## config.mk

```make
export PLATFORM = sky130hd
export DESIGN_NAME = cch_front
export DESIGN_NICKNAME = d
export VERILOG_FILES = /design/src/rtl/cch_pkg.sv /design/src/rtl/cch_front.sv
export SDC_FILE = /design/constraint.sdc
export NUM_CORES = 2
export LEC_CHECK = 0
export BUFFER_PORTS_ARGS = -buffer_cell sky130_fd_sc_hd__buf_4
export CAP_MARGIN = 0
export CORE_MARGIN = 1.5
export CORE_UTILIZATION = 53
export DETAILED_ROUTE_END_ITERATION = 8
export PLACE_DENSITY = 0.73
export SETUP_SLACK_MARGIN = 0.3
export SLEW_MARGIN = 20
export SYNTH_ARGS = -nofsm -noshare
export SYNTH_HDL_FRONTEND = slang
export SYNTH_SLANG_ARGS = --single-unit
```

## constraint.sdc

```tcl
create_clock -name clk -period 14.1 [get_ports clk]
set_input_delay 1.41 -clock clk [delete_from_list [all_inputs] [get_ports clk]]
set_output_delay 1.41 -clock clk [all_outputs]
set_load 0.005 [all_outputs]
```

## src/rtl/cch_pkg.sv

```systemverilog
// Shared types, constants and the CORDIC angle table for the compass heading block.
`timescale 1ns / 1ps

package cch_pkg;

  // Default build settings
  localparam int CORDIC_STAGES_DEF = 16;
  localparam int ANGLE_BITS_DEF    = 16;

  // Width of the CORDIC x and y datapath: an 18-bit axis times 256 plus growth
  localparam int XY_W = 28;

  localparam int OFFSET_W = 16;
  localparam int SCALE_W  = 24;
  localparam int HEAD_W   = 16;
  localparam int CFG_IDX_W  = 3;
  localparam int CFG_DATA_W = 48;

  localparam logic [CFG_DATA_W-1:0] SCALES_RESET = 48'h0002_0000_0200;

  // Configuration register indexes
  typedef enum logic [CFG_IDX_W-1:0] {
    REG_NORMAL_X_OFFSET     = 3'd0,
    REG_NORMAL_Y_OFFSET     = 3'd1,
    REG_MOTOR_X_OFFSET      = 3'd2,
    REG_MOTOR_Y_OFFSET      = 3'd3,
    REG_NORMAL_SCALES       = 3'd4,
    REG_MOTOR_SCALES        = 3'd5,
    REG_NORMAL_ORIGIN_ANGLE = 3'd6,
    REG_MOTOR_ORIGIN_ANGLE  = 3'd7
  } cch_reg_t;

  // Contents of the calibration register file
  typedef struct packed {
    logic signed [OFFSET_W-1:0]   normal_x_offset;
    logic signed [OFFSET_W-1:0]   normal_y_offset;
    logic signed [OFFSET_W-1:0]   motor_x_offset;
    logic signed [OFFSET_W-1:0]   motor_y_offset;
    logic        [CFG_DATA_W-1:0] normal_scales;
    logic        [CFG_DATA_W-1:0] motor_scales;
    logic signed [HEAD_W-1:0]     normal_origin_angle;
    logic signed [HEAD_W-1:0]     motor_origin_angle;
  } cch_cal_t;

  // Sideband that travels with each sample along the cell chain
  typedef struct packed {
    logic                     valid;
    logic                     zero;
    logic signed [HEAD_W-1:0] origin;
  } cch_side_t;

  // atan(2^-i), 2^32 units per full turn
  localparam logic [31:0] ATAN_TURN32 [24] = '{
    32'd536870912, 32'd316933406, 32'd167458907, 32'd85004756,
    32'd42667331,  32'd21354465,  32'd10679838,  32'd5340245,
    32'd2670163,   32'd1335087,   32'd667544,    32'd333772,
    32'd166886,    32'd83443,     32'd41722,     32'd20861,
    32'd10430,     32'd5215,      32'd2608,      32'd1304,
    32'd652,       32'd326,       32'd163,       32'd81
  };

  // Rotation angle of step idx, rounded to abits bits per full turn
  function automatic logic [31:0] cch_atan_step(input int idx, input int abits);
    logic [32:0] sum;
    sum = {1'b0, ATAN_TURN32[idx]} + (33'd1 << (31 - abits));
    return 32'(sum >> (32 - abits));
  endfunction

endpackage

```

## src/rtl/cch_front.sv

```systemverilog
// Front end: offset removal, scaling, saturation and CORDIC start vector.
`timescale 1ns / 1ps

module cch_front #(
  parameter int ANGLE_BITS = cch_pkg::ANGLE_BITS_DEF
) (
  input  logic                                clk,
  input  logic                                rst,
  input  logic                                in_valid,
  input  logic signed [15:0]                  raw_x,
  input  logic signed [15:0]                  raw_y,
  input  logic                                use_motor_set,
  input  logic                                upright,
  input  cch_pkg::cch_cal_t                   cal,
  output logic signed [cch_pkg::XY_W-1:0]     x0,
  output logic signed [cch_pkg::XY_W-1:0]     y0,
  output logic        [ANGLE_BITS-1:0]        z0,
  output cch_pkg::cch_side_t                  side0
);
  import cch_pkg::*;

  localparam logic [ANGLE_BITS-1:0] HALF_TURN = ANGLE_BITS'(1) << (ANGLE_BITS - 1);

  // Stage A: select set, subtract offsets, mirror origin
  logic                     a_valid;
  logic                     a_up;
  logic signed [16:0]       a_dx;
  logic signed [16:0]       a_dy;
  logic        [SCALE_W-1:0] a_sx;
  logic        [SCALE_W-1:0] a_sy;
  logic signed [HEAD_W-1:0] a_org;

  logic signed [OFFSET_W-1:0] sel_xo;
  logic signed [OFFSET_W-1:0] sel_yo;
  logic        [CFG_DATA_W-1:0] sel_sc;
  logic signed [HEAD_W-1:0]   sel_org;
  logic signed [16:0]         org_ext;
  logic signed [16:0]         org_m;

  always_comb begin
    sel_xo  = use_motor_set ? cal.motor_x_offset      : cal.normal_x_offset;
    sel_yo  = use_motor_set ? cal.motor_y_offset      : cal.normal_y_offset;
    sel_sc  = use_motor_set ? cal.motor_scales        : cal.normal_scales;
    sel_org = use_motor_set ? cal.motor_origin_angle  : cal.normal_origin_angle;
    org_ext = 17'(sel_org);
    if (upright) begin
      org_m = org_ext;
    end else if (sel_org > 0) begin
      org_m = 17'sd32768 - org_ext;
    end else begin
      org_m = -17'sd32768 - org_ext;
    end
  end

  always_ff @(posedge clk) begin
    if (rst) begin
      a_valid <= 1'b0;
    end else begin
      a_valid <= in_valid;
    end
    a_up  <= upright;
    a_dx  <= 17'(raw_x) - 17'(sel_xo);
    a_dy  <= 17'(raw_y) - 17'(sel_yo);
    a_sx  <= sel_sc[SCALE_W-1:0];
    a_sy  <= sel_sc[2*SCALE_W-1:SCALE_W];
    a_org <= org_m[HEAD_W-1:0];
  end

  // Stage B: one multiplier per axis
  logic                     b_valid;
  logic                     b_up;
  logic signed [41:0]       b_px;
  logic signed [41:0]       b_py;
  logic signed [HEAD_W-1:0] b_org;

  always_ff @(posedge clk) begin
    if (rst) begin
      b_valid <= 1'b0;
    end else begin
      b_valid <= a_valid;
    end
    b_up  <= a_up;
    b_px  <= 42'(a_dx) * 42'($signed({1'b0, a_sx}));
    b_py  <= 42'(a_dy) * 42'($signed({1'b0, a_sy}));
    b_org <= a_org;
  end

  // Stage C: floor to Q1.15, clamp to [-1, 1], build the start vector
  function automatic logic signed [17:0] sat_q15(input logic signed [41:0] p);
    logic signed [41:0] q;
    q = p >>> 5;
    if (q > 42'sd32768) begin
      return 18'sd32768;
    end else if (q < -42'sd32768) begin
      return -18'sd32768;
    end else begin
      return q[17:0];
    end
  endfunction

  logic signed [17:0] c_dx;
  logic signed [17:0] c_dy;
  logic signed [17:0] c_a;

  always_comb begin
    c_dx = sat_q15(b_px);
    c_dy = sat_q15(b_py);
    c_a  = b_up ? c_dx : -c_dx;
  end

  always_ff @(posedge clk) begin
    if (rst) begin
      side0.valid <= 1'b0;
    end else begin
      side0.valid <= b_valid;
    end
    side0.zero   <= (c_a == '0) && (c_dy == '0);
    side0.origin <= b_org;
    // Fold the left half plane onto the right and start from pi
    if (c_dy < 0) begin
      x0 <= XY_W'(-c_dy) <<< 8;
      y0 <= XY_W'(-c_a) <<< 8;
      z0 <= HALF_TURN;
    end else begin
      x0 <= XY_W'(c_dy) <<< 8;
      y0 <= XY_W'(c_a) <<< 8;
      z0 <= '0;
    end
  end

endmodule

```

==> metrics.cfg <==
[timing]
worst_pin_slew_ns=1.25
fin_crit_ns=7.47
post-route-period-util=0.530
slew_violations=0
hold_viol_final=0
fmax_ghz=0.134
finClkSkew_ns=0.0458
rsz0062_at_grt=false
setup_violations=0
relSlewSlack=0.167
fin_tns_setup_ns=0

[yosys]
yosysSeqAreaShare=0.137
syn_area_um2=36600
ys_seq_elements=251
avgSynthCellArea_um2=9.14
ys_warn_count=0
syn_inst=4004
synth_async_sr_flop_share=0
synth_edf_count=0
synth_cell_types=77
ys.flop_type=dfxtp_1

[final_layout]
area_growth_pct=10.2
multi_input_area_um2=27900
layout_common_cells=inv_1, fa_1, nand2_1
finalNetCount=5394
nFillCells=5970
layout.area.seq_um2=5030
drive_above_1_share=0.105
layout_commonest_cell=inv_1

[floorplanning]
die_w_um=266
ioPinCount=319
start_util=0.535
core-area_um2=68500
dieArea_um2=70600
row_count=96
die_h_um=266

[worst_setup_path]
crit_path_end_kind=register
timing.rr.start=a_dx[16]
reg2reg_depth=20
r2r_slack_ns=6.63
setup.worst_path.start_class=register
crit_end=b_px[40]
required_ns=14.62
worstPathArrival_ns=7.99
critPathKind=register to register
r2r_end=b_px[40]
worstPathMaxFanout=17
crit_start=a_dx[16]

[route]
drt-pass1-iter-count=7
drtAntennaViolNets=0
drt_iter0_drc=1460
route.detailed.drc=0
wl_per_cell_um=18.4
wl_um=93800
post_drt_via_cell_ratio=5.38
dr_total_vias=27438

[place]
gp_congestion=0.900
hpwl_um=73400
portBuffers=287

[clock_tree]
cts.clk_slew.worst_paths_ns=0.06
cts_setup_buffers=0
cts_buffers=30
root_buffer=clkbuf_16
clock_path_buffers=3
cts_tree=yes
clock_latency_ns=0.64
cts_htree_levels=1
cts_resized=0
hold_buffers=0
clock-sinks=251

[min_path]
hp-class=register to register

[run]
drv_cap=0

[global_route]
gr-total-overflow=0
grt_max_degree=59
grt_usage=0.272
grt_pass1_vias=28791
grt_antenna_before_repair=5
grt_pass1_wl_um=150000

[outcome]
status=finished, final reports clean

## how the worst min path moves through the flow
stage / depth (start not counted) / to / slack (ns) / start
global placement: 0 / b_org[12] / 0.31 / a_org[12]
floorplan: 0 / b_org[0] / 0.31 / a_org[0]
detailed placement: 0 / side0[8] / 0.31 / b_org[8]
global route: 0 / b_org[13] / 0.33 / a_org[13]
CTS: 0 / b_org[12] / 0.32 / a_org[12]
finish: 0 / b_org[12] / 0.32 / a_org[12]
## cell usage after synthesis, types with 45 or more instances
library cell,n,share of area
mux2_2,54,0.017
clkbuf_1,137,0.014
fa_1,660,0.36
a21oi_1,94,0.013
inv_1,807,0.083
and2_1,376,0.064
xnor2_1,101,0.024
o21ai_0,64,0.0088
nor3_1,45,0.0062
nor2_1,124,0.013
dfxtp_1,251,0.14
ha_1,312,0.11
nand2_1,470,0.048
## worst max-delay path, stage by stage (launching register included)
cell	delay, ns
dfxtp_1	0.59
clkinv_1	0.72
nor2_1	0.35
fa_1	0.48
fa_1	0.51
fa_1	0.42
fa_1	0.48
fa_1	0.49
inv_1	0.05
fa_1	0.48
inv_1	0.05
ha_1	0.43
nand3_1	0.25
nor4_1	0.49
nand2_1	0.09
nor3_1	0.34
o21bai_1	0.16
a31oi_1	0.34
o211ai_1	0.17
and3_1	0.17
a311o_1	0.31
## sequential cells by signal, summed over array words and instances (netlist names), 16 cells and up
signal	cells
a_sy	24
a_dy	17
x0	20
side0	18
b_py	37
b_px	37
a_sx	24
a_dx	17
a_org	16
b_org	16
y0	20
## metal layers
layer	global-route usage	part of all wire	wire (um)
met4	0.0851	0.034	3180
met2	0.450	0.47	44100
met3	0.0568	0.088	8290
met5	0	0.00014	13
met1	0.357	0.41	38300
## metrics by stage
| step | instance area, um^2 | cells | util | hold WS, ns | worst slack (ns) |
|---|---|---|---|---|---|
| floorplan | 36700 | 4038 | - | 0.310 | 7.73 |
| global placement | 39300 | 5043 | 0.574 | 0.311 | 6.95 |
| detailed placement | 39300 | 5043 | 0.574 | 0.313 | 6.69 |
| CTS | 40300 | 5099 | 0.589 | 0.322 | 6.71 |
| global route | 40300 | 5101 | 0.589 | 0.330 | 6.22 |
| finish | 40300 | 5101 | 0.589 | 0.321 | 6.63 |
## logic make-up (layout without fill, tap and decap cells)
logic type,Yosys count,after routing,share of synthesized area
compound gates,332,332,0.0593
xor+xnor,133,133,0.0318
fa+ha+maj,972,972,0.468
buf+inv,990,1169,0.105
flops,251,251,0.137
mux,98,98,0.0286
other cells,1,37,0.000102
simple gates,1227,1227,0.170
## final cells by class
| type | count | share of cell area |
|---|---|---|
| antenna | 2 | 0.000124 |
| clock buffer | 34 | 0.0197 |
| clock inverter | 22 | 0.00567 |
| inverter | 809 | 0.0753 |
| multi-input combinational | 2797 | 0.691 |
| sequential | 251 | 0.125 |
| tap | 882 | 0.0274 |
| timing repair buffer | 304 | 0.0567 |
Power is left out: the tool's default activity adds up to more than one toggle a clock period on the data nets, which glitch-free logic cannot reach.
