## config.mk

```make
export PLATFORM = sky130hd
export DESIGN_NAME = cch_regs
export DESIGN_NICKNAME = d
export VERILOG_FILES = /design/src/rtl/cch_pkg.sv /design/src/rtl/cch_regs.sv
export SDC_FILE = /design/constraint.sdc
export NUM_CORES = 1
export LEC_CHECK = 0
export BUFFER_PORTS_ARGS = -buffer_cell sky130_fd_sc_hd__buf_2
export CAP_MARGIN = 25
export CORE_UTILIZATION = 50
export DETAILED_ROUTE_END_ITERATION = 6
export GPL_TIMING_DRIVEN = 1
export PLACE_DENSITY = 0.79
export SLEW_MARGIN = 40
export SYNTH_ARGS = -nofsm -noshare
export SYNTH_HDL_FRONTEND = slang
export SYNTH_SLANG_ARGS = --single-unit
```

## constraint.sdc

```tcl
create_clock -name clk -period 1.8 [get_ports clk]
set_clock_uncertainty 0.2 [all_clocks]
set_input_delay 0.36 -clock clk [delete_from_list [all_inputs] [get_ports clk]]
set_output_delay 0.36 -clock clk [all_outputs]
set_load 0.01 [all_outputs]
```

## src/rtl/cch_pkg.sv

```systemverilog
// Shared types, constants and the CORDIC angle table for the compass heading block.
`timescale 1ns / 1ps

package cch_pkg;

  // Default build settings
  localparam int CORDIC_STAGES_DEF = 16;
  localparam int ANGLE_BITS_DEF    = 16;

  // Width of the CORDIC x and y datapath: an 18-bit axis times 256 plus growth
  localparam int XY_W = 28;

  localparam int OFFSET_W = 16;
  localparam int SCALE_W  = 24;
  localparam int HEAD_W   = 16;
  localparam int CFG_IDX_W  = 3;
  localparam int CFG_DATA_W = 48;

  localparam logic [CFG_DATA_W-1:0] SCALES_RESET = 48'h0002_0000_0200;

  // Configuration register indexes
  typedef enum logic [CFG_IDX_W-1:0] {
    REG_NORMAL_X_OFFSET     = 3'd0,
    REG_NORMAL_Y_OFFSET     = 3'd1,
    REG_MOTOR_X_OFFSET      = 3'd2,
    REG_MOTOR_Y_OFFSET      = 3'd3,
    REG_NORMAL_SCALES       = 3'd4,
    REG_MOTOR_SCALES        = 3'd5,
    REG_NORMAL_ORIGIN_ANGLE = 3'd6,
    REG_MOTOR_ORIGIN_ANGLE  = 3'd7
  } cch_reg_t;

  // Contents of the calibration register file
  typedef struct packed {
    logic signed [OFFSET_W-1:0]   normal_x_offset;
    logic signed [OFFSET_W-1:0]   normal_y_offset;
    logic signed [OFFSET_W-1:0]   motor_x_offset;
    logic signed [OFFSET_W-1:0]   motor_y_offset;
    logic        [CFG_DATA_W-1:0] normal_scales;
    logic        [CFG_DATA_W-1:0] motor_scales;
    logic signed [HEAD_W-1:0]     normal_origin_angle;
    logic signed [HEAD_W-1:0]     motor_origin_angle;
  } cch_cal_t;

  // Sideband that travels with each sample along the cell chain
  typedef struct packed {
    logic                     valid;
    logic                     zero;
    logic signed [HEAD_W-1:0] origin;
  } cch_side_t;

  // atan(2^-i), 2^32 units per full turn
  localparam logic [31:0] ATAN_TURN32 [24] = '{
    32'd536870912, 32'd316933406, 32'd167458907, 32'd85004756,
    32'd42667331,  32'd21354465,  32'd10679838,  32'd5340245,
    32'd2670163,   32'd1335087,   32'd667544,    32'd333772,
    32'd166886,    32'd83443,     32'd41722,     32'd20861,
    32'd10430,     32'd5215,      32'd2608,      32'd1304,
    32'd652,       32'd326,       32'd163,       32'd81
  };

  // Rotation angle of step idx, rounded to abits bits per full turn
  function automatic logic [31:0] cch_atan_step(input int idx, input int abits);
    logic [32:0] sum;
    sum = {1'b0, ATAN_TURN32[idx]} + (33'd1 << (31 - abits));
    return 32'(sum >> (32 - abits));
  endfunction

endpackage

```

## src/rtl/cch_regs.sv

```systemverilog
// Calibration register file written through the configuration channel.
`timescale 1ns / 1ps

module cch_regs (
  input  logic                           clk,
  input  logic                           rst,
  input  logic                           cfg_valid,
  input  logic [cch_pkg::CFG_IDX_W-1:0]  cfg_index,
  input  logic [cch_pkg::CFG_DATA_W-1:0] cfg_data,
  output logic                           cfg_ready,
  output cch_pkg::cch_cal_t              cal
);
  import cch_pkg::*;

  assign cfg_ready = ~rst;

  always_ff @(posedge clk) begin
    if (rst) begin
      cal.normal_x_offset     <= '0;
      cal.normal_y_offset     <= '0;
      cal.motor_x_offset      <= '0;
      cal.motor_y_offset      <= '0;
      cal.normal_scales       <= SCALES_RESET;
      cal.motor_scales        <= SCALES_RESET;
      cal.normal_origin_angle <= '0;
      cal.motor_origin_angle  <= '0;
    end else if (cfg_valid && cfg_ready) begin
      case (cch_reg_t'(cfg_index))
        REG_NORMAL_X_OFFSET:     cal.normal_x_offset     <= cfg_data[OFFSET_W-1:0];
        REG_NORMAL_Y_OFFSET:     cal.normal_y_offset     <= cfg_data[OFFSET_W-1:0];
        REG_MOTOR_X_OFFSET:      cal.motor_x_offset      <= cfg_data[OFFSET_W-1:0];
        REG_MOTOR_Y_OFFSET:      cal.motor_y_offset      <= cfg_data[OFFSET_W-1:0];
        REG_NORMAL_SCALES:       cal.normal_scales       <= cfg_data;
        REG_MOTOR_SCALES:        cal.motor_scales        <= cfg_data;
        REG_NORMAL_ORIGIN_ANGLE: cal.normal_origin_angle <= cfg_data[HEAD_W-1:0];
        REG_MOTOR_ORIGIN_ANGLE:  cal.motor_origin_angle  <= cfg_data[HEAD_W-1:0];
        default: ;
      endcase
    end
  end

endmodule

```

==> impl_metrics.toml, run 1 <==
[synthesis]
synthMuxAreaShare_pct = 0
postSynthAreaPerCell_um2 = 9.45
synth_cells = 780
syn_area_mm2 = 0.00737
synth_fa_ha_area_share_pct = 0
seq_area_frac_synth_pct = 52.2
synth-simple-area-share_pct = 20.5
synth_top_family_by_area = "compound AO/OA/AOI/OAI gates"
synth-xor-area-share_pct = 0
yosys_register_bits = 192
synth_nets = 834
synth-compound-area-share_pct = 21.2
yosysUniqueCellTypes = 22
ys_warn_count = 0

[floorplanning]
fp.dieH_um = 123
core_mm2 = 0.0141
ioPinCount = 247
die-area_mm2 = 0.0152
die_x_um = 123
initial_utilization_pct = 52.1
rows = 43

[global_route]
grt-ovfl-total = 0
busiest_layer = "met2"
grt_pass1_wl_mm = 34.2
grtUsageMet2_pct = 45.2
antenna_found_initial = 0
grt.met1_usage_pct = 39.1
grt_usage_pct = 29.5
use_met3_pct = 9.41
first_global_vias = 6179
grt_max_degree = 49

[timing]
tightest_slew_ns = 0.363
max_freq_mhz = 636
hold_ws_ns = 0.0495
rsz0062_at_grt = "no"
setup_violations = 0
drv_slew = 0
fin_crit_ns = 1.57
period_share_pct = 87.4
hold_viol = 0
finalSetupTns_ns = 0
slew_headroom_pct = 75.8

[cells_and_area]
area_growth_pct = 28.8
layout-drive-gt1-share_pct = 39.1
top_register = "cal"
num-fill-cells = 1162
antennaDiodeCount = 0
ff_latch_area_mm2 = 0.00384
nets = 1040
multi_input_area_mm2 = 0.00310
layout_common_cells = "buf_2, dfxtp_1, nand3_1, and3_1"
reg.largest.list = "cal: 192 flops"
final_common_cell = "buf_2"
largest_reg_flops = 192

[critical_path]
cp.arrival_ns = 1.01
cp.required_ns = 1.24
path_class = "in2out"
path_max_fanout = 13
cp-end-kind = "output port"
worstSetupStartpointType = "input port"

[clock_network]
htree_levels = 4
cts_sinks = 192
cts_buffers = 17
clk_path_buf_depth = 2
cts_tree = "yes"
ctsResizeCount = 0
postCtsSetupRepairBufs = 0
clkLatencyLatePin_ns = 0.44
hold_buffers = 0
cts-root-buf = "clkbuf_16"
cts.clk_slew.worst_paths_ns = 0.07

[route]
avgViaCountPerCell = 5.92
antenna_left = 0
drc = 0
routedWlPerCell_um = 19.4
vias = 6964
drt_iter0_markers = 641
drt-pass1-iter-count = 5
drt-total-wl_mm = 22.8

[power]
p_switching_mw = 2.15
power.density_mw_per_mm2 = 949
clockPowerShare_pct = 42.7
share_comb_of_total_power_pct = 8.6
total_power_mw = 9.00
swShare_pct = 23.9
internal_power_mw = 6.86
peakVddDrop_uv = 641
seq_power_share_pct = 48.7
leakagePower_nw = 5.08

[placement]
gp_congestion = 0.780
dp_hpwl_mm = 14.5
portBuffers = 246

[min_path]
hp-class = "in2reg"

[run_status]
status = "finished clean"

[job]
max_cap_violations = 0
[per-layer routing]
layer  share of wire, %  wire length (um)
met1                 42              9500
met2                 46             10400
met3                 10              2380
met4                2.3               515
met5                  0                 0
[stage by stage]
stage	worst slack (ns)	instances	instance area, um^2	utilization, %
global placement	-0.0227	1147	8890	62.9
global route	0.194	1177	9490	67.1
finish	0.227	1177	9490	67.1
floorplan	0.127	780	7370	-
detailed placement	-0.0464	1147	8890	62.9
CTS	0.212	1177	9490	67.1
[cell type report]
| type | instances | area share, % |
|---|---|---|
| Tap cell | 180 | 2.37 |
| Clock buffer | 20 | 4.81 |
| Inverter | 2 | 0.132 |
| Multi-Input combinational cell | 491 | 32.7 |
| Sequential cell | 192 | 40.5 |
| Clock inverter | 10 | 1.44 |
| Timing Repair Buffer | 282 | 18.1 |
[critical path, stage by stage]
cell   delay, ns
buf_2       0.14
buf_4       0.17
inv_6       0.17
buf_2       0.17
[final timing paths]
path / startpoint / to / slack [ns] / depth (start not counted)
hold / removal: cfg_data[32] / cal[64]$_SDFFE_PP0P_ / 0.05 / 3
hold reg to reg: cal[41]$_SDFFE_PP1P_ / cal[41]$_SDFFE_PP1P_ / 0.26 / 1
setup reg to reg: cal[89]$_SDFFE_PP1P_ / cal[89]$_SDFFE_PP1P_ / 0.94 / 1
setup / recovery: rst / cfg_ready / 0.23 / 4
[kinds of logic (layout without fill, tap and decap cells)]
family	Yosys count	in the layout
simple gates	299	299
buf+inv	97	314
compound gates	192	192
flops	192	192
[synthesized netlist by cell type]
| library cell | instances | share of area [%] |
|---|---|---|
| buf_6 | 4 | 0.61 |
| or3b_1 | 1 | 0.12 |
| nand3b_1 | 1 | 0.10 |
| nor2_2 | 1 | 0.085 |
| and3_1 | 97 | 8.2 |
| and3b_1 | 2 | 0.24 |
| buf_1 | 5 | 0.25 |
| nor3b_1 | 1 | 0.10 |
| a31o_1 | 20 | 2.4 |
| inv_2 | 1 | 0.051 |
| buf_4 | 4 | 0.41 |
| clkbuf_2 | 3 | 0.20 |
| buf_2 | 29 | 2.0 |
| o211ai_1 | 96 | 9.8 |
| a31o_2 | 72 | 8.6 |
| dfxtp_1 | 192 | 52 |
| nor2b_1 | 1 | 0.085 |
| clkbuf_1 | 50 | 2.5 |
| nand3_1 | 97 | 6.6 |
| a211o_1 | 4 | 0.48 |
| inv_1 | 1 | 0.051 |
| nand2_1 | 98 | 5.0 |
[power groups by stage]
stage          combinational, mW  clock, mW  sequential (mW)
6_report                   0.772       3.84             4.39
2_1_floorplan              0.325          0             4.53
3_3_place_gp               0.758          0             4.48
5_1_grt                    0.821       4.08             4.40
4_1_cts                    0.764       3.90             4.39
3_5_place_dp               0.760          0             4.48
Note: power is estimated with default switching activity, not from simulation.
==> inputs of run 2 (changes only) <==
Settings changed: ABC_AREA set to 1, CAP_MARGIN 25 to 20, CORE_MARGIN set to 3.
==> run 2 against run 1 <==
Effect of this change:
- global-route usage decreased by 3.4 points
- synthesized cell count increased by 40%
- synthesized area increased by 0.22%
- critical endpoint unchanged
- largest power group unchanged
- highest routed layer unchanged
==> impl_metrics.toml, run 2 <==
[run_status]
status = "finished clean"

[critical_path]
cp.required_ns = 1.24
cp-endpoint = "cfg_ready"
path_class = "in2out"
r2r_start = "cal[135]$_SDFFE_PP0P_"
cp-end-kind = "output port"
worstSetupStartpointType = "input port"
critPathLaunch = "rst"
reg2regPathDepth = 2
regToRegEndpoint = "cal[135]$_SDFFE_PP0P_"
critPathMaxStageDelay_ns = 0.28
slowest_stage = "buf_12"
critPathMostFrequentCell = "buf_2"
path_max_fanout = 69
crit_path_cell_trace = "buf_2 > inv_6 > buf_12 > buf_2"
cp.arrival_ns = 1.08
r2r_slack_ns = 0.94

[global_route]
grt_max_degree = 70
first_global_vias = 6582
antenna_found_initial = 1
grt-ovfl-total = 0
grt_usage_pct = 26.1
grt_pass1_wl_mm = 33.5

[clock_network]
cts_sinks = 192
clkLatencyLatePin_ns = 0.42
cts_tree = "yes"
cts_buffers = 17
htree_levels = 4
clk_path_buf_depth = 2
cts-root-buf = "clkbuf_16"
cts.clk_slew.worst_paths_ns = 0.07

[power]
clockPowerShare_pct = 44.8
share_comb_of_total_power_pct = 8.3
leakagePower_nw = 4.94
total_power_mw = 9.35
internal_power_mw = 7.23
p_switching_mw = 2.12
peakVddDrop_uv = 750
power.density_mw_per_mm2 = 967
seq_power_share_pct = 47.0
swShare_pct = 22.7

[synthesis]
ys_warn_count = 0
synth_common_cells = "nor2_1, nand2_1, dfxtp_1"
postSynthAreaPerCell_um2 = 6.77
yosys.area.top_type = "dfxtp_1"
synth.most_common_cell = "nor2_1"
yosys_register_bits = 192
yosysUniqueCellTypes = 14
synth_cells = 1090
synth_nets = 1144
synth_top_flop_cell = "dfxtp_1"
synth-edff-count = 0
seq_area_frac_synth_pct = 52.1
netlist_top_cells_area = "dfxtp_1, nor2_1, nand2_1"
synthArstFlopShare_pct = 0
syn_area_mm2 = 0.00738
yosys.area.top_type_share_pct = 52.1

[timing]
period_share_pct = 90.9
hold_viol = 0
setup_violations = 0
fin_crit_ns = 1.64
max_freq_mhz = 611
slew_headroom_pct = 64.7
drv_slew = 0
finalSetupTns_ns = 0
layout_setup_ws_ns = 0.164
rsz0062_at_grt = "no"
tightest_slew_ns = 0.530

[floorplanning]
die-area_mm2 = 0.0163
rows = 43
die_x_um = 128
fp.dieH_um = 128
initial_utilization_pct = 52.2
core_mm2 = 0.0141
ioPinCount = 247

[placement]
portBuffers = 246
dpl_worst_slack_ns = 0.0795
gp_congestion = 0.834
dp_hpwl_mm = 14.5

[cells_and_area]
final_common_cell = "nor2_1"
largest_reg_flops = 192
final_util_pct = 68.4
layout-drive-gt1-share_pct = 23.6
nets = 1378
reg.largest.list = "cal: 192 flops"
layout_common_cells = "nor2_1, nand2_1, buf_2"
area_growth_pct = 31.0
top_register = "cal"

[job]
max_cap_violations = 0

[route]
drt-total-wl_mm = 21.6
antenna_left = 0
vias = 7384
drt_iter0_markers = 680
drt-pass1-iter-count = 5
avgViaCountPerCell = 4.86
routedWlPerCell_um = 14.2
drc = 0

[min_path]
hp-class = "in2reg"
==> run 2: changes by cell type after synthesis, moves of 4 or more <==
cell / before / now
nor2_1: 0 / 382
inv_1: 1 / 50
clkbuf_1: 50 / 17
buf_1: 5 / 10
nor2_2: 1 / 5
nand2_1: 98 / 325
nand3_1: 97 / 70
a31o_1: 20 / 0
o211ai_1: 96 / 0
and3_1: 97 / 0
buf_6: 4 / 0
a31o_2: 72 / 0
a211o_1: 4 / 0
==> run 2: through the flow <==
stage               instances  area (um^2)  hold slack, ns
floorplan                1090         7380           0.286
finish                   1518         9670          0.0435
detailed placement       1483         8980           0.241
global route             1518         9670          0.0544
CTS                      1517         9670          0.0326
global placement         1483         8980           0.235
==> run 2: timing repair <==
item / CTS / global route
hold endpoints to repair: 4 / 0
resized for setup: 0 / 0
hold buffers: 2 / 0
buffers inserted: 0 / 0
==> run 2: cell families (layout without fill, tap and decap cells) <==
logic type / after synthesis / count (layout) / synth area share [%]
AND/OR/NAND/NOR: 784 / 784 / 41.5
flip-flops: 192 / 192 / 52.1
buffers and inverters: 114 / 361 / 6.44
other: 0 / 1 / 0
==> run 2: power by group through the flow <==
stage | Sequential, mW | Combinational, mW | Clock (mW)
6_report | 4.39 | 0.773 | 4.19
4_1_cts | 4.39 | 0.770 | 4.23
2_1_floorplan | 4.53 | 0.394 | 0
5_1_grt | 4.40 | 0.857 | 4.41
3_3_place_gp | 4.48 | 0.747 | 0
3_5_place_dp | 4.49 | 0.761 | 0
==> run 2: worst min-delay path by stage <==
stage               cells after the start  slack (ns)                    end                  from
floorplan                               2        0.29  cal[113]$_SDFFE_PP1P_          cfg_data[33]
global placement                        2        0.23   cal[89]$_SDFFE_PP1P_  cal[89]$_SDFFE_PP1P_
detailed placement                      2        0.24   cal[89]$_SDFFE_PP1P_  cal[89]$_SDFFE_PP1P_
CTS                                     5        0.03   cal[52]$_SDFFE_PP0P_          cfg_data[20]
global route                            5        0.05  cal[102]$_SDFFE_PP0P_          cfg_data[22]
finish                                  5        0.04   cal[52]$_SDFFE_PP0P_          cfg_data[20]
==> run 2: final cells by class <==
| type | count | area [um^2] |
|---|---|---|
| inverters | 53 | 204 |
| diodes | 1 | 2.50 |
| repair buffers | 276 | 1650 |
| multi-input cells | 784 | 3080 |
| well taps | 180 | 225 |
| clock buffers | 22 | 484 |
| clock inverters | 10 | 180 |
| fillers | 1240 | 4480 |
| flip-flops and latches | 192 | 3840 |
==> run 2: layer usage <==
metal	global-route usage, %	part of all wire [%]	up-vias
li1	-	-	3728
met1	32.8	41	3312
met2	42.8	48	295
met3	6.15	7.5	49
met4	11.3	3.2	0
met5	0	0	-
==> run 2: critical path, delay by kind of cell <==
family / cells / cell delay (ns)
buf+inv: 4 / 0.68
