--- src/rtl/cch_pkg.sv ---
// Shared types, constants and the CORDIC angle table for the compass heading block.
`timescale 1ns / 1ps

package cch_pkg;

  // Default build settings
  localparam int CORDIC_STAGES_DEF = 16;
  localparam int ANGLE_BITS_DEF    = 16;

  // Width of the CORDIC x and y datapath: an 18-bit axis times 256 plus growth
  localparam int XY_W = 28;

  localparam int OFFSET_W = 16;
  localparam int SCALE_W  = 24;
  localparam int HEAD_W   = 16;
  localparam int CFG_IDX_W  = 3;
  localparam int CFG_DATA_W = 48;

  localparam logic [CFG_DATA_W-1:0] SCALES_RESET = 48'h0002_0000_0200;

  // Configuration register indexes
  typedef enum logic [CFG_IDX_W-1:0] {
    REG_NORMAL_X_OFFSET     = 3'd0,
    REG_NORMAL_Y_OFFSET     = 3'd1,
    REG_MOTOR_X_OFFSET      = 3'd2,
    REG_MOTOR_Y_OFFSET      = 3'd3,
    REG_NORMAL_SCALES       = 3'd4,
    REG_MOTOR_SCALES        = 3'd5,
    REG_NORMAL_ORIGIN_ANGLE = 3'd6,
    REG_MOTOR_ORIGIN_ANGLE  = 3'd7
  } cch_reg_t;

  // Contents of the calibration register file
  typedef struct packed {
    logic signed [OFFSET_W-1:0]   normal_x_offset;
    logic signed [OFFSET_W-1:0]   normal_y_offset;
    logic signed [OFFSET_W-1:0]   motor_x_offset;
    logic signed [OFFSET_W-1:0]   motor_y_offset;
    logic        [CFG_DATA_W-1:0] normal_scales;
    logic        [CFG_DATA_W-1:0] motor_scales;
    logic signed [HEAD_W-1:0]     normal_origin_angle;
    logic signed [HEAD_W-1:0]     motor_origin_angle;
  } cch_cal_t;

  // Sideband that travels with each sample along the cell chain
  typedef struct packed {
    logic                     valid;
    logic                     zero;
    logic signed [HEAD_W-1:0] origin;
  } cch_side_t;

  // atan(2^-i), 2^32 units per full turn
  localparam logic [31:0] ATAN_TURN32 [24] = '{
    32'd536870912, 32'd316933406, 32'd167458907, 32'd85004756,
    32'd42667331,  32'd21354465,  32'd10679838,  32'd5340245,
    32'd2670163,   32'd1335087,   32'd667544,    32'd333772,
    32'd166886,    32'd83443,     32'd41722,     32'd20861,
    32'd10430,     32'd5215,      32'd2608,      32'd1304,
    32'd652,       32'd326,       32'd163,       32'd81
  };

  // Rotation angle of step idx, rounded to abits bits per full turn
  function automatic logic [31:0] cch_atan_step(input int idx, input int abits);
    logic [32:0] sum;
    sum = {1'b0, ATAN_TURN32[idx]} + (33'd1 << (31 - abits));
    return 32'(sum >> (32 - abits));
  endfunction

endpackage

--- src/rtl/cch_cell.sv ---
// One vectoring CORDIC step, registered, handing its vector to the next cell.
`timescale 1ns / 1ps

module cch_cell #(
  parameter int ANGLE_BITS = cch_pkg::ANGLE_BITS_DEF,
  parameter int IDX        = 0
) (
  input  logic                            clk,
  input  logic                            rst,
  input  logic signed [cch_pkg::XY_W-1:0] x_in,
  input  logic signed [cch_pkg::XY_W-1:0] y_in,
  input  logic        [ANGLE_BITS-1:0]    z_in,
  input  cch_pkg::cch_side_t              side_in,
  output logic signed [cch_pkg::XY_W-1:0] x_out,
  output logic signed [cch_pkg::XY_W-1:0] y_out,
  output logic        [ANGLE_BITS-1:0]    z_out,
  output cch_pkg::cch_side_t              side_out
);
  import cch_pkg::*;

  localparam logic [ANGLE_BITS-1:0] STEP = ANGLE_BITS'(cch_atan_step(IDX, ANGLE_BITS));

  logic signed [XY_W-1:0] xs;
  logic signed [XY_W-1:0] ys;

  assign xs = x_in >>> IDX;
  assign ys = y_in >>> IDX;

  always_ff @(posedge clk) begin
    if (rst) begin
      side_out.valid <= 1'b0;
    end else begin
      side_out.valid <= side_in.valid;
    end
    side_out.zero   <= side_in.zero;
    side_out.origin <= side_in.origin;
    // Residual y of zero or more: rotate clockwise
    if (!y_in[XY_W-1]) begin
      x_out <= x_in + ys;
      y_out <= y_in - xs;
      z_out <= z_in + STEP;
    end else begin
      x_out <= x_in - ys;
      y_out <= y_in + xs;
      z_out <= z_in - STEP;
    end
  end

endmodule

--- config.mk ---
export PLATFORM = sky130hd
export DESIGN_NAME = cch_cell
export DESIGN_NICKNAME = d
export VERILOG_FILES = /design/src/rtl/cch_pkg.sv /design/src/rtl/cch_cell.sv
export SDC_FILE = /design/constraint.sdc
export NUM_CORES = 1
export LEC_CHECK = 0
export CAP_MARGIN = 20
export CORE_UTILIZATION = 30
export DETAILED_ROUTE_END_ITERATION = 10
export DONT_BUFFER_PORTS = 1
export PLACE_DENSITY = 0.48
export SLEW_MARGIN = 20
export SYNTH_ARGS = -nofsm -noshare
export SYNTH_HDL_FRONTEND = slang
export SYNTH_SLANG_ARGS = --single-unit
--- constraint.sdc ---
create_clock -name clk -period 2.1 [get_ports clk]
set_input_delay 0.105 -clock clk [delete_from_list [all_inputs] [get_ports clk]]
set_output_delay 0.105 -clock clk [all_outputs]
set_load 0.005 [all_outputs]
==> flow_summary.json, run 1 <==
{
  "status": "finished, violations left",
  "violations": "negative hold slack",
  "clockRootBuffer": "clkbuf_16",
  "clock.fmax_ghz": 0.504,
  "route.detailed.drc": 0,
  "fin_crit_ps": 1990,
  "min_to": "x_out[19]",
  "grt_max_degree": 59,
  "finalCritPeriodShare_pct": 94.6,
  "crit_type": "primary input to register",
  "setup_viol": 0,
  "die_h_um": 149,
  "whs_path_depth": 2,
  "final_max_slew_viol_count": 0,
  "cap_viol_max_count": 0,
  "fillers": 2184,
  "cts.clk_slew.worst_paths_ps": 90,
  "wirelength_mm": 21.7,
  "vdd_ir_drop_max_mv": 0.321,
  "cts_made_buffers": 9,
  "routedWlPerCell_um": 17.2,
  "final_area_mm2": 0.00871,
  "final_core_util_pct": 41.3,
  "crit_path_max_fanout": 4,
  "pre_cts_slack_ps": -449,
  "grt_util_all_layers_pct": 19.6,
  "tritoncts": "built",
  "slew_headroom_pct": 23.9,
  "nets": 1154,
  "grt-ovfl-total": 0,
  "drt-initial-drc-count": 311,
  "n_antenna_cell": 0,
  "yosysUniqueCellTypes": 71,
  "drive_gt1_share_pct": 22.5,
  "worstHoldStart": "y_in[27]",
  "cp-start-kind": "primary input",
  "die_x_um": 149,
  "routed_via_density": 4.93,
  "worst_slack_ps": 114,
  "syn_to_final_growth_pct": 34.3,
  "hp-class": "primary input to register",
  "port-buffer-count": 0,
  "rows": 53,
  "crit_required_ps": 2360,
  "core_mm2": 0.0211,
  "vias": 6198,
  "grt_antenna_before_repair": 0,
  "syn_inst": 800,
  "yosys_warnings": 0,
  "synth-edff-count": 0,
  "ys_ff_latch": 89,
  "io_pins": 182,
  "ant_nets": 0,
  "syn_nets": 977,
  "clkSinkCount": 89,
  "pwr_density_cell_mw_per_mm2": 670,
  "place_hpwl_mm": 17.3,
  "dr.pass1.iters": 4,
  "cts_max_level": 3,
  "rsz0062_at_grt": "no",
  "synthArstFlopShare_pct": 0,
  "syn_avg_cell_area_um2": 8.11,
  "placed_cell_area_mm2": 0.00789,
  "grt_pass1_vias": 6110,
  "end_kind": "register",
  "finalHoldViolCount": 1,
  "cts.path.max_buffers": 2,
  "gp_congestion": 0.892,
  "die_area_mm2": 0.0222,
  "leakagePower_nw": 4.02,
  "tightestPinTransition_ps": 1140,
  "grt_pass1_wl_mm": 33.3,
  "hold_ws_ps": -29.9,
  "netlist_area_mm2": 0.00649,
  "synth.yosys.seq_area_share_pct": 27.5,
  "synth_ff_type": "dfxtp_1",
  "initial_core_util_pct": 30.8,
  "cp.arrival_ps": 2240
}
cell families (layout without fill, tap and decap cells):
group	after synthesis	in the layout	synth area share [%]
AOI/OAI and AO/OA	240	240	24.2
and+or+nand+nor	206	206	15.5
buffers and inverters	118	300	7.33
DFF	89	89	27.5
adders and majority gates	85	85	16.9
xor gates and xnor gates	52	52	7.02
muxes	10	10	1.54
cells in the final DEF, fill, tap and decap left out, types with 4 or more instances in the layout:
cell / n
a211oi_1: 5
a21o_1: 18
a21oi_1: 70
a21oi_2: 6
a31oi_1: 8
and2_1: 4
buf_4: 162
clkbuf_16: 9
dfxtp_1: 89
dlygate4sd3_1: 39
fa_1: 4
ha_1: 76
ha_2: 5
inv_1: 76
inv_2: 7
mux2i_1: 10
nand2_1: 43
nand2b_1: 10
nand3_1: 12
nand4_1: 6
nor2_1: 70
nor2b_1: 17
nor3_1: 19
o211ai_1: 11
o21a_1: 5
o21ai_0: 39
o21ai_1: 13
o21bai_1: 15
o31ai_1: 6
or3_1: 4
xnor2_1: 44
xor2_1: 7
worst max-delay path by stage:
stage / slack (ps) / depth (start not counted) / from / endpoint
after global placement: -470 / 11 / x_in[11] / x_out[27]
final: 110 / 10 / x_in[5] / x_out[27]
after detailed placement: -450 / 11 / x_in[11] / x_out[27]
after CTS: -9 / 11 / x_in[3] / x_out[27]
after global routing: 6 / 12 / x_in[0] / x_out[20]
after floorplan: 20 / 11 / x_in[0] / x_out[24]
sequential cells by signal (all words and copies together) (netlist names):
name      flops
side_out     18
x_out        27
y_out        28
z_out        16
layout make-up:
class	instances	area (um2)	area share [%]
timing repair buffer	201	1610	18.4
multi-input combinational	593	4360	50.0
tap	275	344	3.95
clock inverter	7	83.8	0.963
sequential	89	1780	20.5
inverter	83	312	3.58
clock buffer	9	225	2.59
Yosys cell counts (all sizes together), types with 4 or more instances:
| master | count | area [um2] |
|---|---|---|
| a211oi | 7 | 57.6 |
| a21o | 18 | 135 |
| a21oi | 76 | 384 |
| a31oi | 12 | 103 |
| and2 | 4 | 25.0 |
| and3 | 4 | 25.0 |
| buf | 24 | 123 |
| clkbuf | 11 | 41.3 |
| dfxtp | 89 | 1780 |
| fa | 4 | 80.1 |
| ha | 81 | 1010 |
| inv | 83 | 312 |
| mux2i | 10 | 100 |
| nand2 | 43 | 161 |
| nand2b | 10 | 62.6 |
| nand3 | 12 | 60.1 |
| nand4 | 6 | 37.5 |
| nor2 | 71 | 267 |
| nor2b | 18 | 113 |
| nor3 | 20 | 105 |
| nor4 | 6 | 58.8 |
| o211ai | 13 | 108 |
| o21a | 5 | 37.5 |
| o21ai | 54 | 274 |
| o21bai | 15 | 113 |
| o31ai | 8 | 65.1 |
| or3 | 4 | 25.0 |
| xnor2 | 45 | 394 |
| xor2 | 7 | 61.3 |
timing repair:
| action | 4_1_cts | 5_1_grt |
|---|---|---|
| buffers inserted | 0 | 1 |
| endpoints found under the hold margin | 52 | 1 |
| resized for setup | 2 | 25 |
| endpoints found under the setup margin | 2 | 18 |
| pin swaps | 1 | 5 |
| hold buffers | 38 | 1 |
through the flow:
step | std cells | total power, mW | TNS, ps
after CTS | 1255 | 5.84 | -8.99
after global routing | 1257 | 6.18 | 0
final | 1257 | 5.83 | 0
after global placement | 1201 | 4.02 | -7830
after detailed placement | 1201 | 4.02 | -7450
after floorplan | 800 | 3.24 | 0
critical path: stages:
cell,delay [ps]
inv_1,20
ha_1,350
nor3b_2,200
nor4_4,230
a21boi_4,300
o21ai_1,160
o211ai_1,300
o311a_1,270
o221ai_1,150
xnor2_1,160
metal layers:
layer | GRT usage, % | vias up | routed length [um]
li1 | - | 3101 | -
met2 | 33.3 | 202 | 10200
met1 | 24.9 | 2881 | 9820
met5 | 0 | - | 0
met3 | 4.40 | 14 | 1460
met4 | 5.05 | 0 | 235
power by group:
part	internal [mW]	leakage, nW	total, mW	switching [mW]
clock	0.947	0.149	1.72	0.776
sequential	1.98	0.751	2.16	0.179
combinational	0.951	3.12	1.95	0.997
(Power assumes the default switching activity.)
==> inputs of run 2 (changes only) <==
Settings changed: CTS_CLUSTER_SIZE set to 28, PLACE_DENSITY 0.48 to 0.47.
Clock period 2.1 ns to 1.9 ns, I/O delays scaled along.
==> flow_summary.json, run 2 (synthesis results as in run 1) <==
{
  "regArea_mm2": 0.00178,
  "grt-ovfl-total": 0,
  "gp_congestion": 0.868,
  "place_hpwl_mm": 17.5,
  "fin_setup_tns_ps": 0,
  "cts.clk_slew.worst_paths_ps": 80,
  "die_area_mm2": 0.0222,
  "slew_headroom_pct": 65.0,
  "grt_max_degree": 46,
  "initial_core_util_pct": 30.8,
  "tritoncts": "built",
  "routedWlPerCell_um": 17.6,
  "n_antenna_cell": 0,
  "grt_antenna_before_repair": 0,
  "met1_length_mm": 10.1,
  "wirelength_mm": 22.5,
  "wl_met2_mm": 10.3,
  "stdcell_count": 1279,
  "final_cell_mix": "buf_4 (179), dfxtp_1 (89), nor2_1 (66)",
  "drive_gt1_share_pct": 30.3,
  "cp.arrival_ps": 2160,
  "dr_wl_met3_mm": 1.60,
  "cap_viol_max_count": 0,
  "pwr_density_cell_mw_per_mm2": 724,
  "dp.cells": 1217,
  "cts.path.max_buffers": 2,
  "cp-start-kind": "primary input",
  "reg_top3": "y_out: 28 flops, x_out: 27 flops, side_out: 18 flops",
  "crit_type": "primary input to register",
  "port-buffer-count": 0,
  "die_h_um": 149,
  "drt-initial-drc-count": 382,
  "vdd_ir_drop_max_mv": 0.504,
  "vias": 6289,
  "multi_input_area_mm2": 0.00479,
  "dr.pass1.iters": 6,
  "grt_util_all_layers_pct": 20.2,
  "routed_via_density": 4.92,
  "clkSinkCount": 89,
  "cts_max_level": 3,
  "cts_made_buffers": 9,
  "final_max_slew_viol_count": 0,
  "crit_path_max_fanout": 5,
  "crit_required_ps": 2190,
  "leakagePower_nw": 4.18,
  "layout_commonest_cell": "buf_4",
  "ant_nets": 0,
  "rsz0062_at_grt": "yes",
  "worst_slack_ps": 24.4,
  "clockRootBuffer": "clkbuf_16",
  "hp-class": "primary input to register",
  "end_kind": "register",
  "die_x_um": 149,
  "grt_pass1_vias": 6228,
  "grt_pass1_wl_mm": 34.0,
  "fillers": 2115,
  "largest_register_ffs": 28,
  "top_layer_used": "met4",
  "regMostFlops": "y_out",
  "nets": 1176,
  "io_pins": 182,
  "finalHoldViolCount": 0,
  "fin_crit_ps": 1880,
  "tightestPinTransition_ps": 520,
  "hold_ws_ps": 5.03,
  "finalCritPeriodShare_pct": 98.7,
  "clock.fmax_ghz": 0.533,
  "core_mm2": 0.0211,
  "syn_to_final_growth_pct": 44.7,
  "status": "completed",
  "setup_viol": 0,
  "rows": 53,
  "pre_cts_slack_ps": -480,
  "route.detailed.drc": 0
}
==> run 2: final timing paths <==
path	from	to	slack, ps	depth (start not counted)
max	x_in[8]	x_out[22]	20	12
min	y_in[1]	x_out[1]	5	2
==> run 2: through the flow <==
step | instance area (um2) | util [%] | power (mW)
after CTS | 9020 | 42.8 | 6.73
after global routing | 9390 | 44.5 | 7.20
final | 9390 | 44.5 | 6.80
after detailed placement | 8220 | 39.0 | 4.54
after global placement | 8220 | 39.0 | 4.55
after floorplan | 6750 | - | 3.66
==> run 2: cell type report <==
type | count | share of cell area (%)
multi-input cells | 593 | 51.0
repair buffers | 223 | 19.4
flip-flops and latches | 89 | 19.0
well taps | 275 | 3.67
inverters | 83 | 3.44
clock buffers | 9 | 2.40
clock inverters | 7 | 1.11
==> run 2: worst max-delay path: stages <==
cell	delay, ps
inv_2	20
ha_4	270
buf_8	110
nor2b_4	40
buf_4	130
a221oi_2	240
o31ai_2	140
a31oi_4	270
o211ai_4	160
and3b_1	200
o31ai_2	270
xor2_1	200
==> run 2: report_power, final <==
group | internal [mW] | switching, mW | leakage [nW]
Sequential | 2.19 | 0.185 | 0.751
Combinational | 1.20 | 1.19 | 3.27
Clock | 1.17 | 0.865 | 0.154
Total | 4.56 | 2.24 | 4.18
==> run 2: what timing repair did <==
item / CTS / global route
pin swaps: 8 / 25
cloned: 0 / 0
endpoints found under the hold margin: 64 / 1
endpoints found under the setup margin: 12 / 30
hold buffers: 38 / 1
buffers inserted: 0 / 7
gates resized for setup: 16 / 59
==> run 2: metal layers <==
layer,global-route usage (%),vias to the layer above
met5,0,-
li1,-,3158
met4,7.70,0
met1,25.8,2866
met3,4.53,30
met2,32.8,235
==> inputs of run 3 (changes only) <==
Settings changed: SETUP_SLACK_MARGIN set to 0.3.
==> flow_summary.json, run 3 (synthesis results as in run 1) <==
{
  "syn_to_final_growth_pct": 53.9,
  "crit_path_max_incr_delay_ps": 410,
  "nets": 1201,
  "vdd_ir_drop_max_mv": 0.375,
  "tritoncts": "built",
  "cts_max_level": 3,
  "reg_top3": "y_out: 28 flops, x_out: 27 flops, side_out: 18 flops",
  "io_pins": 182,
  "ant_nets": 0,
  "setup_viol": 0,
  "gp_congestion": 0.888,
  "wirelength_mm": 22.8,
  "cp.depth": 11,
  "crit_required_ps": 2160,
  "cts_made_buffers": 9,
  "tightestPinTransition_ps": 802,
  "route.detailed.drc": 0,
  "grt_antenna_before_repair": 0,
  "layout_commonest_cell": "buf_4",
  "fin_setup_tns_ps": 0,
  "cp-start-kind": "primary input",
  "drive_gt1_share_pct": 37.6,
  "die_x_um": 149,
  "port-buffer-count": 0,
  "rows": 53,
  "grt_pass1_vias": 6328,
  "cp.arrival_ps": 2100,
  "hp-class": "primary input to register",
  "fillers": 2068,
  "place_hpwl_mm": 17.2,
  "cp_num_buf_inv": 2,
  "drt-initial-drc-count": 422,
  "rsz0062_at_grt": "yes",
  "violations": "negative hold slack",
  "leakagePower_nw": 4.39,
  "largest_register_ffs": 28,
  "clockRootBuffer": "clkbuf_16",
  "status": "finished, violations left",
  "dp.cells": 1218,
  "hold_ws_ps": -26.0,
  "routed_via_density": 4.88,
  "cap_viol_max_count": 0,
  "cts.clk_slew.worst_paths_ps": 90,
  "stdcell_count": 1304,
  "startpoint": "x_in[1]",
  "die_h_um": 149,
  "cp-endpoint": "x_out[24]",
  "final_max_slew_viol_count": 0,
  "critical-path-top-delay-family": "compound AO/OA/AOI/OAI gates",
  "die_area_mm2": 0.0222,
  "cp_slowest_cell": "fa_2",
  "core_mm2": 0.0211,
  "crit_path_max_fanout": 4,
  "n_antenna_cell": 0,
  "routedWlPerCell_um": 17.5,
  "finalHoldViolCount": 1,
  "final_cell_mix": "buf_4 (195), dfxtp_1 (89), nor2_1 (61), inv_1 (61), ha_1 (61)",
  "cts.path.max_buffers": 2,
  "grt_util_all_layers_pct": 20.5,
  "regMostFlops": "y_out",
  "grt_pass1_wl_mm": 34.7,
  "clock.fmax_ghz": 0.545,
  "grt-ovfl-total": 0,
  "fin_crit_ps": 1840,
  "pwr_density_cell_mw_per_mm2": 683,
  "vias": 6366,
  "crit_type": "primary input to register",
  "end_kind": "register",
  "finalCritPeriodShare_pct": 96.6,
  "crit_chain": "clkinvlp_4 -> fa_2 -> o21bai_1 -> a21oi_2 -> o21ai_2 -> a31oi_4 -> o21ba_4 -> o41ai_2 -> buf_4 -> mux2i_1 -> xnor2_1",
  "slew_headroom_pct": 46.3,
  "grt_max_degree": 39,
  "dr.pass1.iters": 5,
  "clkSinkCount": 89,
  "initial_core_util_pct": 30.8
}
run 3: cell types whose count changed in the layout (fill, tap and decap cells not counted), moves of 4 or more:
cell and change:
a21oi_1 -11, a21oi_2 +9, buf_4 +16, buf_6 +9, inv_1 -4, inv_6 +6
nand2b_1 -4, nand2b_4 +4, nor2_1 -5, nor2_2 +5, o21ai_0 -7, o21ai_2 +6
run 3: area by class of cell:
type / count / area, um2 / area share, %
Multi-Input combinational cell: 593 / 5140 / 51.5
Timing Repair Buffer: 248 / 2030 / 20.3
Sequential cell: 89 / 1780 / 17.9
Inverter: 83 / 393 / 3.94
Tap cell: 275 / 344 / 3.45
Clock buffer: 10 / 239 / 2.39
Clock inverter: 6 / 55.1 / 0.552
run 3: worst min-delay path by stage:
stage,start,end,slack [ps],cells past startpoint
3_3_place_gp,z_in[2],z_out[2],120,0
6_report,y_in[27],y_out[21],-30,2
3_5_place_dp,side_in[0],side_out[0],120,0
2_1_floorplan,side_in[0],side_out[0],120,0
5_1_grt,y_in[27],y_out[21],-5,2
4_1_cts,y_in[27],y_out[26],1,2
run 3: power breakdown:
group          leakage, nW  switching, mW  internal (mW)
Combinational         3.49           1.29           1.34
Sequential           0.751          0.173           2.19
Clock                0.146          0.871          0.955
Total                 4.39           2.34           4.48
run 3: repair_timing:
action                                  in CTS  in global routing
pin swaps                                   77                 44
endpoints found under the hold margin       58                  0
endpoints found under the setup margin      37                 40
gates resized for setup                    102                 62
hold buffers                                39                  0
setup buffers                               25                  6
run 3: stage by stage:
step	util (%)	instance area [um2]	worst slack (ps)	power [mW]
floorplan	-	6810	-102	3.69
detailed placement	39.3	8300	-542	4.55
CTS	45.7	9630	63.8	6.75
global placement	39.3	8300	-532	4.55
global route	47.3	9980	-23.6	7.24
finish	47.3	9980	64.4	6.82
run 3: routing by layer:
layer | wire length (um) | vias up | GRT usage [%] | share of wire [%]
met4 | 348 | 0 | 5.56 | 1.5
met5 | 0 | - | 0 | 0
li1 | - | 3198 | - | -
met1 | 10800 | 2944 | 27.6 | 47
met3 | 1320 | 27 | 4.62 | 5.8
met2 | 10400 | 197 | 32.7 | 45
